## src/erpc_pkg.sv

```systemverilog
`timescale 1ns / 1ps
// Shared types and constants of the Ethernet receive port classifier.
// No dependencies; imported by all modules but erpc_ram.
package erpc_pkg;

  localparam int ADDR_W      = 48;
  localparam int CFG_PORTS   = 2;   // ports that have configuration registers
  localparam int CAM_IDX_W   = 6;   // covers the largest multicast table
  localparam int HDR_BYTES   = 14;
  localparam int LEN_W       = 11;
  localparam int CNT_W       = 32;

  // configuration register indexes
  localparam logic [2:0] REG_STATION_ADDR = 3'd0;
  localparam logic [2:0] REG_PORT0_ADDR   = 3'd1;
  localparam logic [2:0] REG_PORT1_ADDR   = 3'd2;
  localparam logic [2:0] REG_PORT_PROTOS  = 3'd3;
  localparam logic [2:0] REG_PORT_PAD     = 3'd4;
  localparam logic [2:0] REG_PORT_PROMISC = 3'd5;
  localparam logic [2:0] REG_PORT_ENABLE  = 3'd6;

  // result status codes
  localparam logic [2:0] STAT_ACCEPTED  = 3'd0;
  localparam logic [2:0] STAT_RUNT      = 3'd1;
  localparam logic [2:0] STAT_OWN_FRAME = 3'd2;
  localparam logic [2:0] STAT_NO_PORT   = 3'd3;
  localparam logic [2:0] STAT_SHORT_PAD = 3'd4;
  localparam logic [2:0] STAT_TBL_WRITE = 3'd5;

  localparam logic [4:0] OFFSET_PLAIN  = 5'd14;
  localparam logic [4:0] OFFSET_PADDED = 5'd16;

  // multicast table write request
  typedef struct packed {
    logic                 en;
    logic [CAM_IDX_W-1:0] idx;
    logic [ADDR_W-1:0]    addr;
    logic [CFG_PORTS-1:0] ports;
    logic                 valid;
  } cam_wr_t;

  // one word of the counter memory, one word per port
  typedef struct packed {
    logic [CNT_W-1:0] mc_bytes;
    logic [CNT_W-1:0] mc_pkts;
    logic [CNT_W-1:0] bytes;
    logic [CNT_W-1:0] pkts;
  } cnt_word_t;

endpackage

```

## src/ethernet_rx_port_classifier.sv

```systemverilog
`timescale 1ns / 1ps
// Ethernet receive port classifier. Each input transfer is either a parsed
// frame header (tuser low) or a multicast table write (tuser high), and gives
// exactly one result transfer. A header is checked for runt length and own
// source, then matched against the enabled ports (protocol, individual
// address, promiscuous flag, multicast table), lowest port first; the
// accepting port's packet, byte and multicast counters are bumped. The accept
// cycle classifies an item and reads the port's counter word from the counter
// memory; the update state then adds and writes it back and loads the output
// register, waiting while the output register holds an untaken result. A new
// item is not taken until the update of the last one is done, since the
// counter memory is read, modified and written back per item. Counters start
// at zero after reset through per-word valid flags, so no clearing pass is
// needed. Depends on erpc_pkg, erpc_ram and erpc_mcast_cam.
module ethernet_rx_port_classifier import erpc_pkg::*; #(
  parameter int NUM_PORTS     = 2,
  parameter int MCAST_ENTRIES = 16
) (
  input  logic         clk_i,
  input  logic         rst_ni,
  // configuration
  input  logic         cfg_we_i,
  input  logic [2:0]   cfg_addr_i,
  input  logic [47:0]  cfg_wdata_i,
  // input stream
  input  logic         s_axis_tvalid,
  output logic         s_axis_tready,
  // dest_addr[47:0], src_addr[95:48], proto_type[111:96], length_field[127:112],
  // frame_len[138:128], table_index[142:139], table_ports[144:143],
  // table_valid[145], zero fill[151:146]
  input  logic [151:0] s_axis_tdata,
  // op[0]
  input  logic         s_axis_tuser,
  // result stream
  output logic         m_axis_tvalid,
  input  logic         m_axis_tready,
  // status[2:0], port_index[3], payload_offset[8:4], payload_len[19:9],
  // dest_is_multicast[20], port_pkt_count[52:21], port_byte_count[84:53],
  // zero fill[87:85]
  output logic [87:0]  m_axis_tdata
);

  localparam int ACTIVE_PORTS = (NUM_PORTS < CFG_PORTS) ? NUM_PORTS : CFG_PORTS;
  localparam int CNT_AW       = (ACTIVE_PORTS > 1) ? $clog2(ACTIVE_PORTS) : 1;

  localparam logic ST_IDLE   = 1'b0;
  localparam logic ST_UPDATE = 1'b1;

  // ---------------------------------------------------------------- config
  logic [ADDR_W-1:0]    station_q;
  logic [ADDR_W-1:0]    port_addr_q [CFG_PORTS];
  logic [31:0]          protos_q;
  logic [CFG_PORTS-1:0] pad_q, promisc_q, enable_q;

  always_ff @(posedge clk_i or negedge rst_ni) begin
    if (!rst_ni) begin
      station_q      <= '0;
      port_addr_q[0] <= '0;
      port_addr_q[1] <= '0;
      protos_q       <= '0;
      pad_q          <= '0;
      promisc_q      <= '0;
      enable_q       <= '0;
    end else if (cfg_we_i) begin
      case (cfg_addr_i)
        REG_STATION_ADDR: station_q      <= cfg_wdata_i;
        REG_PORT0_ADDR:   port_addr_q[0] <= cfg_wdata_i;
        REG_PORT1_ADDR:   port_addr_q[1] <= cfg_wdata_i;
        REG_PORT_PROTOS:  protos_q       <= cfg_wdata_i[31:0];
        REG_PORT_PAD:     pad_q          <= cfg_wdata_i[CFG_PORTS-1:0];
        REG_PORT_PROMISC: promisc_q      <= cfg_wdata_i[CFG_PORTS-1:0];
        REG_PORT_ENABLE:  enable_q       <= cfg_wdata_i[CFG_PORTS-1:0];
        default: ;
      endcase
    end
  end

  // ---------------------------------------------------------------- input
  logic              in_op;
  logic [ADDR_W-1:0] in_dest, in_src;
  logic [15:0]       in_proto, in_lenf;
  logic [LEN_W-1:0]  in_flen;
  logic [3:0]        in_tidx;
  logic [1:0]        in_tports;
  logic              in_tvalid;

  assign in_op     = s_axis_tuser;
  assign in_dest   = s_axis_tdata[47:0];
  assign in_src    = s_axis_tdata[95:48];
  assign in_proto  = s_axis_tdata[111:96];
  assign in_lenf   = s_axis_tdata[127:112];
  assign in_flen   = s_axis_tdata[138:128];
  assign in_tidx   = s_axis_tdata[142:139];
  assign in_tports = s_axis_tdata[144:143];
  assign in_tvalid = s_axis_tdata[145];

  logic st_q, st_d;
  logic in_xfer;

  assign s_axis_tready = (st_q == ST_IDLE);
  assign in_xfer       = s_axis_tvalid && s_axis_tready;

  // ---------------------------------------------------------------- table
  cam_wr_t              cam_wr;
  logic [CFG_PORTS-1:0] cam_hit;

  assign cam_wr.en    = in_xfer && in_op;
  assign cam_wr.idx   = CAM_IDX_W'(in_tidx);
  assign cam_wr.addr  = in_dest;
  assign cam_wr.ports = in_tports;
  assign cam_wr.valid = in_tvalid;

  erpc_mcast_cam #(
    .ENTRIES (MCAST_ENTRIES)
  ) u_cam (
    .clk_i    (clk_i),
    .rst_ni   (rst_ni),
    .wr_i     (cam_wr),
    .lookup_i (in_dest),
    .hit_o    (cam_hit)
  );

  // ---------------------------------------------------------------- classify
  logic                 own_src;
  logic [CFG_PORTS-1:0] port_hit;
  logic                 sel_port;
  logic                 sel_pad;
  logic                 pad_short;
  logic [2:0]           status_d;
  logic [LEN_W-1:0]     plen_d;

  always_comb begin
    own_src  = (in_src == station_q);
    port_hit = '0;
    for (int p = 0; p < ACTIVE_PORTS; p++) begin
      if (enable_q[p] && (in_src == port_addr_q[p])) begin
        own_src = 1'b1;
      end
      port_hit[p] = enable_q[p] && (protos_q[16*p +: 16] == in_proto) &&
                    (promisc_q[p] || (in_dest == port_addr_q[p]) || cam_hit[p]);
    end
    // lowest matching port wins
    sel_port = 1'b0;
    for (int p = ACTIVE_PORTS - 1; p >= 0; p--) begin
      if (port_hit[p]) begin
        sel_port = 1'(p);
      end
    end
    sel_pad   = pad_q[sel_port];
    pad_short = (17'(in_lenf) + 17'd16) > 17'(in_flen);
    plen_d    = sel_pad ? in_lenf[LEN_W-1:0] : (in_flen - LEN_W'(HDR_BYTES));

    if (in_op) begin
      status_d = STAT_TBL_WRITE;
    end else if (in_flen < LEN_W'(HDR_BYTES)) begin
      status_d = STAT_RUNT;
    end else if (own_src) begin
      status_d = STAT_OWN_FRAME;
    end else if (port_hit == '0) begin
      status_d = STAT_NO_PORT;
    end else if (sel_pad && pad_short) begin
      status_d = STAT_SHORT_PAD;
    end else begin
      status_d = STAT_ACCEPTED;
    end
  end

  // ---------------------------------------------------------------- pending item
  logic [2:0]       pend_status_q;
  logic             pend_port_q;
  logic             pend_pad_q;
  logic [LEN_W-1:0] pend_plen_q;
  logic             pend_mc_q;

  always_ff @(posedge clk_i) begin
    if (in_xfer) begin
      pend_status_q <= status_d;
      pend_port_q   <= sel_port;
      pend_pad_q    <= sel_pad;
      pend_plen_q   <= plen_d;
      pend_mc_q     <= in_dest[40];
    end
  end

  // ---------------------------------------------------------------- counters
  // The write back is in the update state and the next read only in the idle
  // state after it, so no forwarding path is needed.
  logic                    out_free;
  logic                    upd_go;
  logic                    cnt_wr_en;
  cnt_word_t               cnt_rd, cnt_old, cnt_new;
  logic [ACTIVE_PORTS-1:0] cnt_vld_q;

  assign out_free  = !m_axis_tvalid || m_axis_tready;
  assign upd_go    = (st_q == ST_UPDATE) && out_free;
  assign cnt_wr_en = upd_go && (pend_status_q == STAT_ACCEPTED);

  erpc_ram #(
    .WIDTH ($bits(cnt_word_t)),
    .DEPTH (ACTIVE_PORTS)
  ) u_cnt_ram (
    .clk_i     (clk_i),
    .wr_en_i   (cnt_wr_en),
    .wr_addr_i (CNT_AW'(pend_port_q)),
    .wr_data_i (cnt_new),
    .rd_en_i   (in_xfer),
    .rd_addr_i (CNT_AW'(sel_port)),
    .rd_data_o (cnt_rd)
  );

  always_comb begin
    cnt_old = cnt_vld_q[CNT_AW'(pend_port_q)] ? cnt_rd : '0;
    cnt_new = cnt_old;
    cnt_new.pkts  = cnt_old.pkts + 32'd1;
    cnt_new.bytes = cnt_old.bytes + 32'(pend_plen_q);
    if (pend_mc_q) begin
      cnt_new.mc_pkts  = cnt_old.mc_pkts + 32'd1;
      cnt_new.mc_bytes = cnt_old.mc_bytes + 32'(pend_plen_q);
    end
  end

  always_ff @(posedge clk_i or negedge rst_ni) begin
    if (!rst_ni) begin
      cnt_vld_q <= '0;
    end else if (cnt_wr_en) begin
      cnt_vld_q[CNT_AW'(pend_port_q)] <= 1'b1;
    end
  end

  // ---------------------------------------------------------------- result
  logic [87:0] out_data_d, out_data_q;
  logic        out_valid_q;

  always_comb begin
    case (pend_status_q)
      STAT_ACCEPTED: begin
        out_data_d = {3'd0, cnt_new.bytes, cnt_new.pkts, pend_mc_q, pend_plen_q,
                      (pend_pad_q ? OFFSET_PADDED : OFFSET_PLAIN),
                      pend_port_q, pend_status_q};
      end
      STAT_TBL_WRITE: begin
        out_data_d = {85'd0, pend_status_q};
      end
      default: begin
        out_data_d = {67'd0, pend_mc_q, LEN_W'(0), OFFSET_PLAIN, 1'b0, pend_status_q};
      end
    endcase
  end

  always_ff @(posedge clk_i) begin
    if (upd_go) begin
      out_data_q <= out_data_d;
    end
  end

  always_ff @(posedge clk_i or negedge rst_ni) begin
    if (!rst_ni) begin
      out_valid_q <= 1'b0;
    end else if (upd_go) begin
      out_valid_q <= 1'b1;
    end else if (m_axis_tready) begin
      out_valid_q <= 1'b0;
    end
  end

  assign m_axis_tvalid = out_valid_q;
  assign m_axis_tdata  = out_data_q;

  // ---------------------------------------------------------------- sequencer
  always_comb begin
    st_d = st_q;
    case (st_q)
      ST_IDLE:   if (in_xfer) st_d = ST_UPDATE;
      ST_UPDATE: if (out_free) st_d = ST_IDLE;
      default:   st_d = ST_IDLE;
    endcase
  end

  always_ff @(posedge clk_i or negedge rst_ni) begin
    if (!rst_ni) begin
      st_q <= ST_IDLE;
    end else begin
      st_q <= st_d;
    end
  end

endmodule

```

## src/erpc_ram.sv

```systemverilog
`timescale 1ns / 1ps
// Generic simple dual-port RAM, one write and one registered read port.
// No dependencies.
module erpc_ram #(
  parameter int WIDTH = 8,
  parameter int DEPTH = 4
) (
  input  logic                                 clk_i,
  input  logic                                 wr_en_i,
  input  logic [(DEPTH > 1 ? $clog2(DEPTH) : 1)-1:0] wr_addr_i,
  input  logic [WIDTH-1:0]                     wr_data_i,
  input  logic                                 rd_en_i,
  input  logic [(DEPTH > 1 ? $clog2(DEPTH) : 1)-1:0] rd_addr_i,
  output logic [WIDTH-1:0]                     rd_data_o
);

  logic [WIDTH-1:0] mem_q [DEPTH];
  logic [WIDTH-1:0] rd_data_q;

  always_ff @(posedge clk_i) begin
    if (wr_en_i) begin
      mem_q[wr_addr_i] <= wr_data_i;
    end
    if (rd_en_i) begin
      rd_data_q <= mem_q[rd_addr_i];
    end
  end

  assign rd_data_o = rd_data_q;

endmodule

```

## src/erpc_mcast_cam.sv

```systemverilog
`timescale 1ns / 1ps
// Multicast address table: per-entry registers with a parallel compare.
// Depends on erpc_pkg.
module erpc_mcast_cam import erpc_pkg::*; #(
  parameter int ENTRIES = 16
) (
  input  logic                 clk_i,
  input  logic                 rst_ni,
  input  cam_wr_t              wr_i,
  input  logic [ADDR_W-1:0]    lookup_i,
  output logic [CFG_PORTS-1:0] hit_o
);

  logic [ADDR_W-1:0]    addr_q  [ENTRIES];
  logic [CFG_PORTS-1:0] mask_q  [ENTRIES];
  logic [ENTRIES-1:0]   valid_q;

  // writes to an index beyond the table match no entry and fall away
  always_ff @(posedge clk_i or negedge rst_ni) begin
    if (!rst_ni) begin
      valid_q <= '0;
    end else begin
      for (int i = 0; i < ENTRIES; i++) begin
        if (wr_i.en && (wr_i.idx == CAM_IDX_W'(i))) begin
          valid_q[i] <= wr_i.valid;
        end
      end
    end
  end

  always_ff @(posedge clk_i) begin
    for (int i = 0; i < ENTRIES; i++) begin
      if (wr_i.en && (wr_i.idx == CAM_IDX_W'(i))) begin
        addr_q[i] <= wr_i.addr;
        mask_q[i] <= wr_i.ports;
      end
    end
  end

  always_comb begin
    hit_o = '0;
    for (int i = 0; i < ENTRIES; i++) begin
      if (valid_q[i] && (addr_q[i] == lookup_i)) begin
        hit_o = hit_o | mask_q[i];
      end
    end
  end

endmodule

```

## config.mk

```make
export PLATFORM = sky130hd
export DESIGN_NAME = ethernet_rx_port_classifier
export DESIGN_NICKNAME = d
export VERILOG_FILES = /design/src/erpc_pkg.sv /design/src/ethernet_rx_port_classifier.sv /design/src/erpc_ram.sv /design/src/erpc_mcast_cam.sv
export SDC_FILE = /design/constraint.sdc
export NUM_CORES = 2
export LEC_CHECK = 0
export ABC_AREA = 0
export BUFFER_PORTS_ARGS = -buffer_cell sky130_fd_sc_hd__buf_2
export CAP_MARGIN = 20
export CORE_ASPECT_RATIO = 1.2
export CORE_UTILIZATION = 30
export DETAILED_ROUTE_END_ITERATION = 6
export GPL_TIMING_DRIVEN = 0
export RECOVER_POWER = 100
export SLEW_MARGIN = 20
export SYNTH_ARGS = -nofsm -noshare
export SYNTH_HDL_FRONTEND = slang
export SYNTH_SLANG_ARGS = --single-unit
```

## constraint.sdc

```tcl
create_clock -name clk_i -period 22.1 [get_ports clk_i]
set_clock_uncertainty 0.05 [all_clocks]
set_input_delay 3.315 -clock clk_i [delete_from_list [all_inputs] [get_ports clk_i]]
set_output_delay 3.315 -clock clk_i [all_outputs]
set_load 0.02 [all_outputs]
```

==> impl_metrics.env <==
export IMPL_ios=299
export IMPL_avgSynthCellArea_sq_um=15.28
export IMPL_dpl_hpwl_um=131900
export IMPL_grt_overflow_total=0
export IMPL_cpMostUsedCell="clkbuf_1"
export IMPL_cp_num_buf_inv=3
export IMPL_crit_path_start_kind="input port"
export IMPL_path_clk_slew_ns=0.06
export IMPL_crit_family="buffers and inverters"
export IMPL_finalCriticalPeriod_ns=12.72
export IMPL_ant_nets=0
export IMPL_routed_wl_um=196600
export IMPL_hold_viol=0
export IMPL_coreArea_sq_mm=0.1874
export IMPL_io_buffer_count=288
export IMPL_initial_core_util_pct=30.22
export IMPL_fillers=18140
export IMPL_dr_first_iter_drc_count=4676
export IMPL_wl_per_cell_um=28.98
export IMPL_hp_class="flip-flop to flip-flop"
export IMPL_slew_headroom_pct=-243.4
export IMPL_fin_crit_sh_pct=57.57
export IMPL_max_stage_delay_ns=3.77
export IMPL_p_leak_uw=0.02240
export IMPL_cts_made_buffers=141
export IMPL_dp_cells=6521
export IMPL_yosysUniqueCellTypes=75
export IMPL_worst_pin_slew_ns=5.151
export IMPL_outcome="finished, violations left"
export IMPL_num_rows=174
export IMPL_grt_pass1_vias=33930
export IMPL_slew_violations=1559
export IMPL_finish_utilization_pct=35.07
export IMPL_h_tree_depth=4
export IMPL_setup_viol=0
export IMPL_final_nets=4435
export IMPL_holdPathStages=1
export IMPL_cts_resized=0
export IMPL_drtPass1Iterations=5
export IMPL_root_buffer="clkbuf_16"
export IMPL_die_h_um=478.0
export IMPL_worstSetupPathDepth=3
export IMPL_worstPathMaxFanout=93
export IMPL_grt_max_degree=94
export IMPL_path_cells="clkbuf_1 > clkbuf_1 > clkbuf_1"
export IMPL_cp_arrival_ns=12.29
export IMPL_synth_main_ff_cell="edfxtp_1"
export IMPL_timing_final_ws_setup_ns=9.378
export IMPL_cts_setup_buffers=0
export IMPL_die_w_um=398.6
export IMPL_criticalPathCategory="input port to asynchronous set/reset pin"
export IMPL_synth_top_area_share_pct=57.84
export IMPL_synth_warnings=0
export IMPL_cts_tree="done"
export IMPL_fin_tns_setup_ns=0
export IMPL_violations="capacitance limit, slew limit"
export IMPL_synth_top_cells_by_area="edfxtp_1, xor2_1, dfrtp_1"
export IMPL_grt_usage_pct=20.18
export IMPL_fmax_mhz=78.60
export IMPL_gp_congestion=0.9307
export IMPL_final_cells=6785
export IMPL_synthCells=3707
export IMPL_syn_area_sq_mm=0.05664
export IMPL_grt_pass1_wl_um=265800
export IMPL_critPathSlowestCell="clkbuf_1"
export IMPL_areaGrowthSynthToFinish_pct=16.06
export IMPL_drive_above_1_share_pct=15.92
export IMPL_dieArea_sq_mm=0.1905
export IMPL_rr_worst_depth=6
export IMPL_synth_edf_count=1091
export IMPL_clkLatencyLatePin_ns=0.81
export IMPL_cts_path_max_buffers=3
export IMPL_ys_ff_latch=1293
export IMPL_cap_violations=70
export IMPL_holdBufCountCts=0
export IMPL_ys_seq_area_share_pct=66.77
export IMPL_peakVddDrop_mv=0.07671
export IMPL_worstPathRequired_ns=21.67
export IMPL_whs_ns=0.4458
export IMPL_antenna_found_initial=33
export IMPL_vias_per_cell=5.125
export IMPL_yosys_area_top_type="edfxtp_1"
export IMPL_rsz0062_at_grt="false"
export IMPL_cts_sinks=1293
export IMPL_routed_via_count=34770
export IMPL_synthArstFlopShare_pct=15.62
export IMPL_power_per_cell_area_mw_per_mm2=92.01
export IMPL_drc=0
export IMPL_dp_slack_ns=12.60
export IMPL_end_kind="asynchronous set/reset pin"
==> flip-flops by register name, summed over array words and instances (netlist names) <==
register,count
u_cam.addr_q,768
m_axis_tdata,82
cnt_vld_q,2
pend_port_q,1
pend_plen_q,11
st_q,1
u_cnt_ram.mem_q,128
protos_q,32
u_cam.mask_q,32
u_cnt_ram.rd_data_o,64
u_cam.valid_q,16
pad_q,2
port_addr_q,96
station_q,48
pend_status_q,3
pend_mc_q,1
promisc_q,2
m_axis_tvalid,1
pend_pad_q,1
enable_q,2
==> where the power goes <==
group,internal (uW),total (uW),switching [uW]
combinational,242,739,496
sequential,2850,2980,127
clock,1310,2330,1020
total,4410,6050,1640
==> metrics by stage <==
stage          total power (uW)  area (sq um)
6_report                   6048         65740
5_1_grt                    6220         65730
4_1_cts                    6109         66940
3_5_place_dp               3794         62380
3_3_place_gp               3773         61170
2_1_floorplan              3425         56650
==> cells in the mapped netlist, types with 8 or more instances <==
cell	count
edfxtp_1	1091
nand2b_1	10
mux2_1	60
o21ai_0	14
and2_1	50
nand2_1	61
clkbuf_1	31
mux2_2	204
and3_1	10
buf_6	25
o2bb2ai_1	9
nor2_1	111
nand3_1	47
a221oi_1	12
buf_2	46
nand4_1	125
inv_1	79
o22ai_1	21
ha_1	25
nor3_1	50
o221ai_1	11
buf_4	39
and4_1	9
dfrtp_1	202
a22o_1	14
mux2_4	8
xor2_1	695
xnor2_1	327
nor4_1	185
a21oi_1	22
==> path summary, 6_finish.rpt <==
check	from	to	slack [ns]
max in group clk_i	s_axis_tdata[33]	pend_plen_q[5]	10.31
max	rst_ni	port_addr_q[55]	9.38
min in group asynchronous	rst_ni	protos_q[23]	3.54
min	cnt_vld_q[0]	cnt_vld_q[0]	0.45
min reg2reg	cnt_vld_q[0]	cnt_vld_q[0]	0.45
max reg2reg	m_axis_tvalid	u_cnt_ram.mem_q[0][52]	15.85
==> cells in the final DEF, fill, tap and decap left out, types with 7 or more instances in the layout <==
master     instances
dfrtp_1          202
a22o_1            14
o2bb2ai_1          9
nand4_1          125
inv_1             79
nor2_1           111
nand2b_1          10
nor4_1           179
mux2_2           202
and4_1             9
nand2_1           61
edfxtp_1        1091
xnor2_1          327
and3_1            10
o221ai_1          11
and2_1            13
nor3_1            50
buf_2            195
clkbuf_1         273
xor2_1           695
nand3_1           47
buf_4             38
and2_0            37
a21oi_1           23
o22ai_1           21
o21ai_0           14
buf_6             19
a221oi_1          12
nor4_2             7
clkinv_1          20
ha_1              25
clkinv_2          26
mux2_1            70
clkbuf_16        143
clkbuf_8          12
==> cells by family after synthesis <==
logic type               share of synthesized area [%]
XOR/XNOR                                         15.80
AND/OR/NAND/NOR                                  6.910
other                                         0.006621
multiplexers                                     5.514
AO/OA/AOI/OAI                                    2.152
flip-flops                                       66.77
adder cells (fa/ha/maj)                         0.5876
buffers and inverters                            2.258
==> layer usage <==
layer,global-route usage (%),wire length (um)
met5,0,61
met4,8.108,8341
met3,3.364,18380
met2,32.40,90880
met1,26.99,78960
==> layout make-up <==
cell class | count | area, sq um | area share [%]
buffer | 148 | 893.4 | 1.359
antenna | 6 | 15.01 | 0.02284
clock inverter | 73 | 710.7 | 1.081
tap | 2464 | 3083 | 4.690
sequential | 1293 | 37820 | 57.53
inverter | 84 | 315.3 | 0.4797
multi-input combinational | 2185 | 17550 | 26.70
timing repair buffer | 347 | 1494 | 2.273
clock buffer | 185 | 3856 | 5.866
No activity file was read; power rests on OpenSTA's default activity.
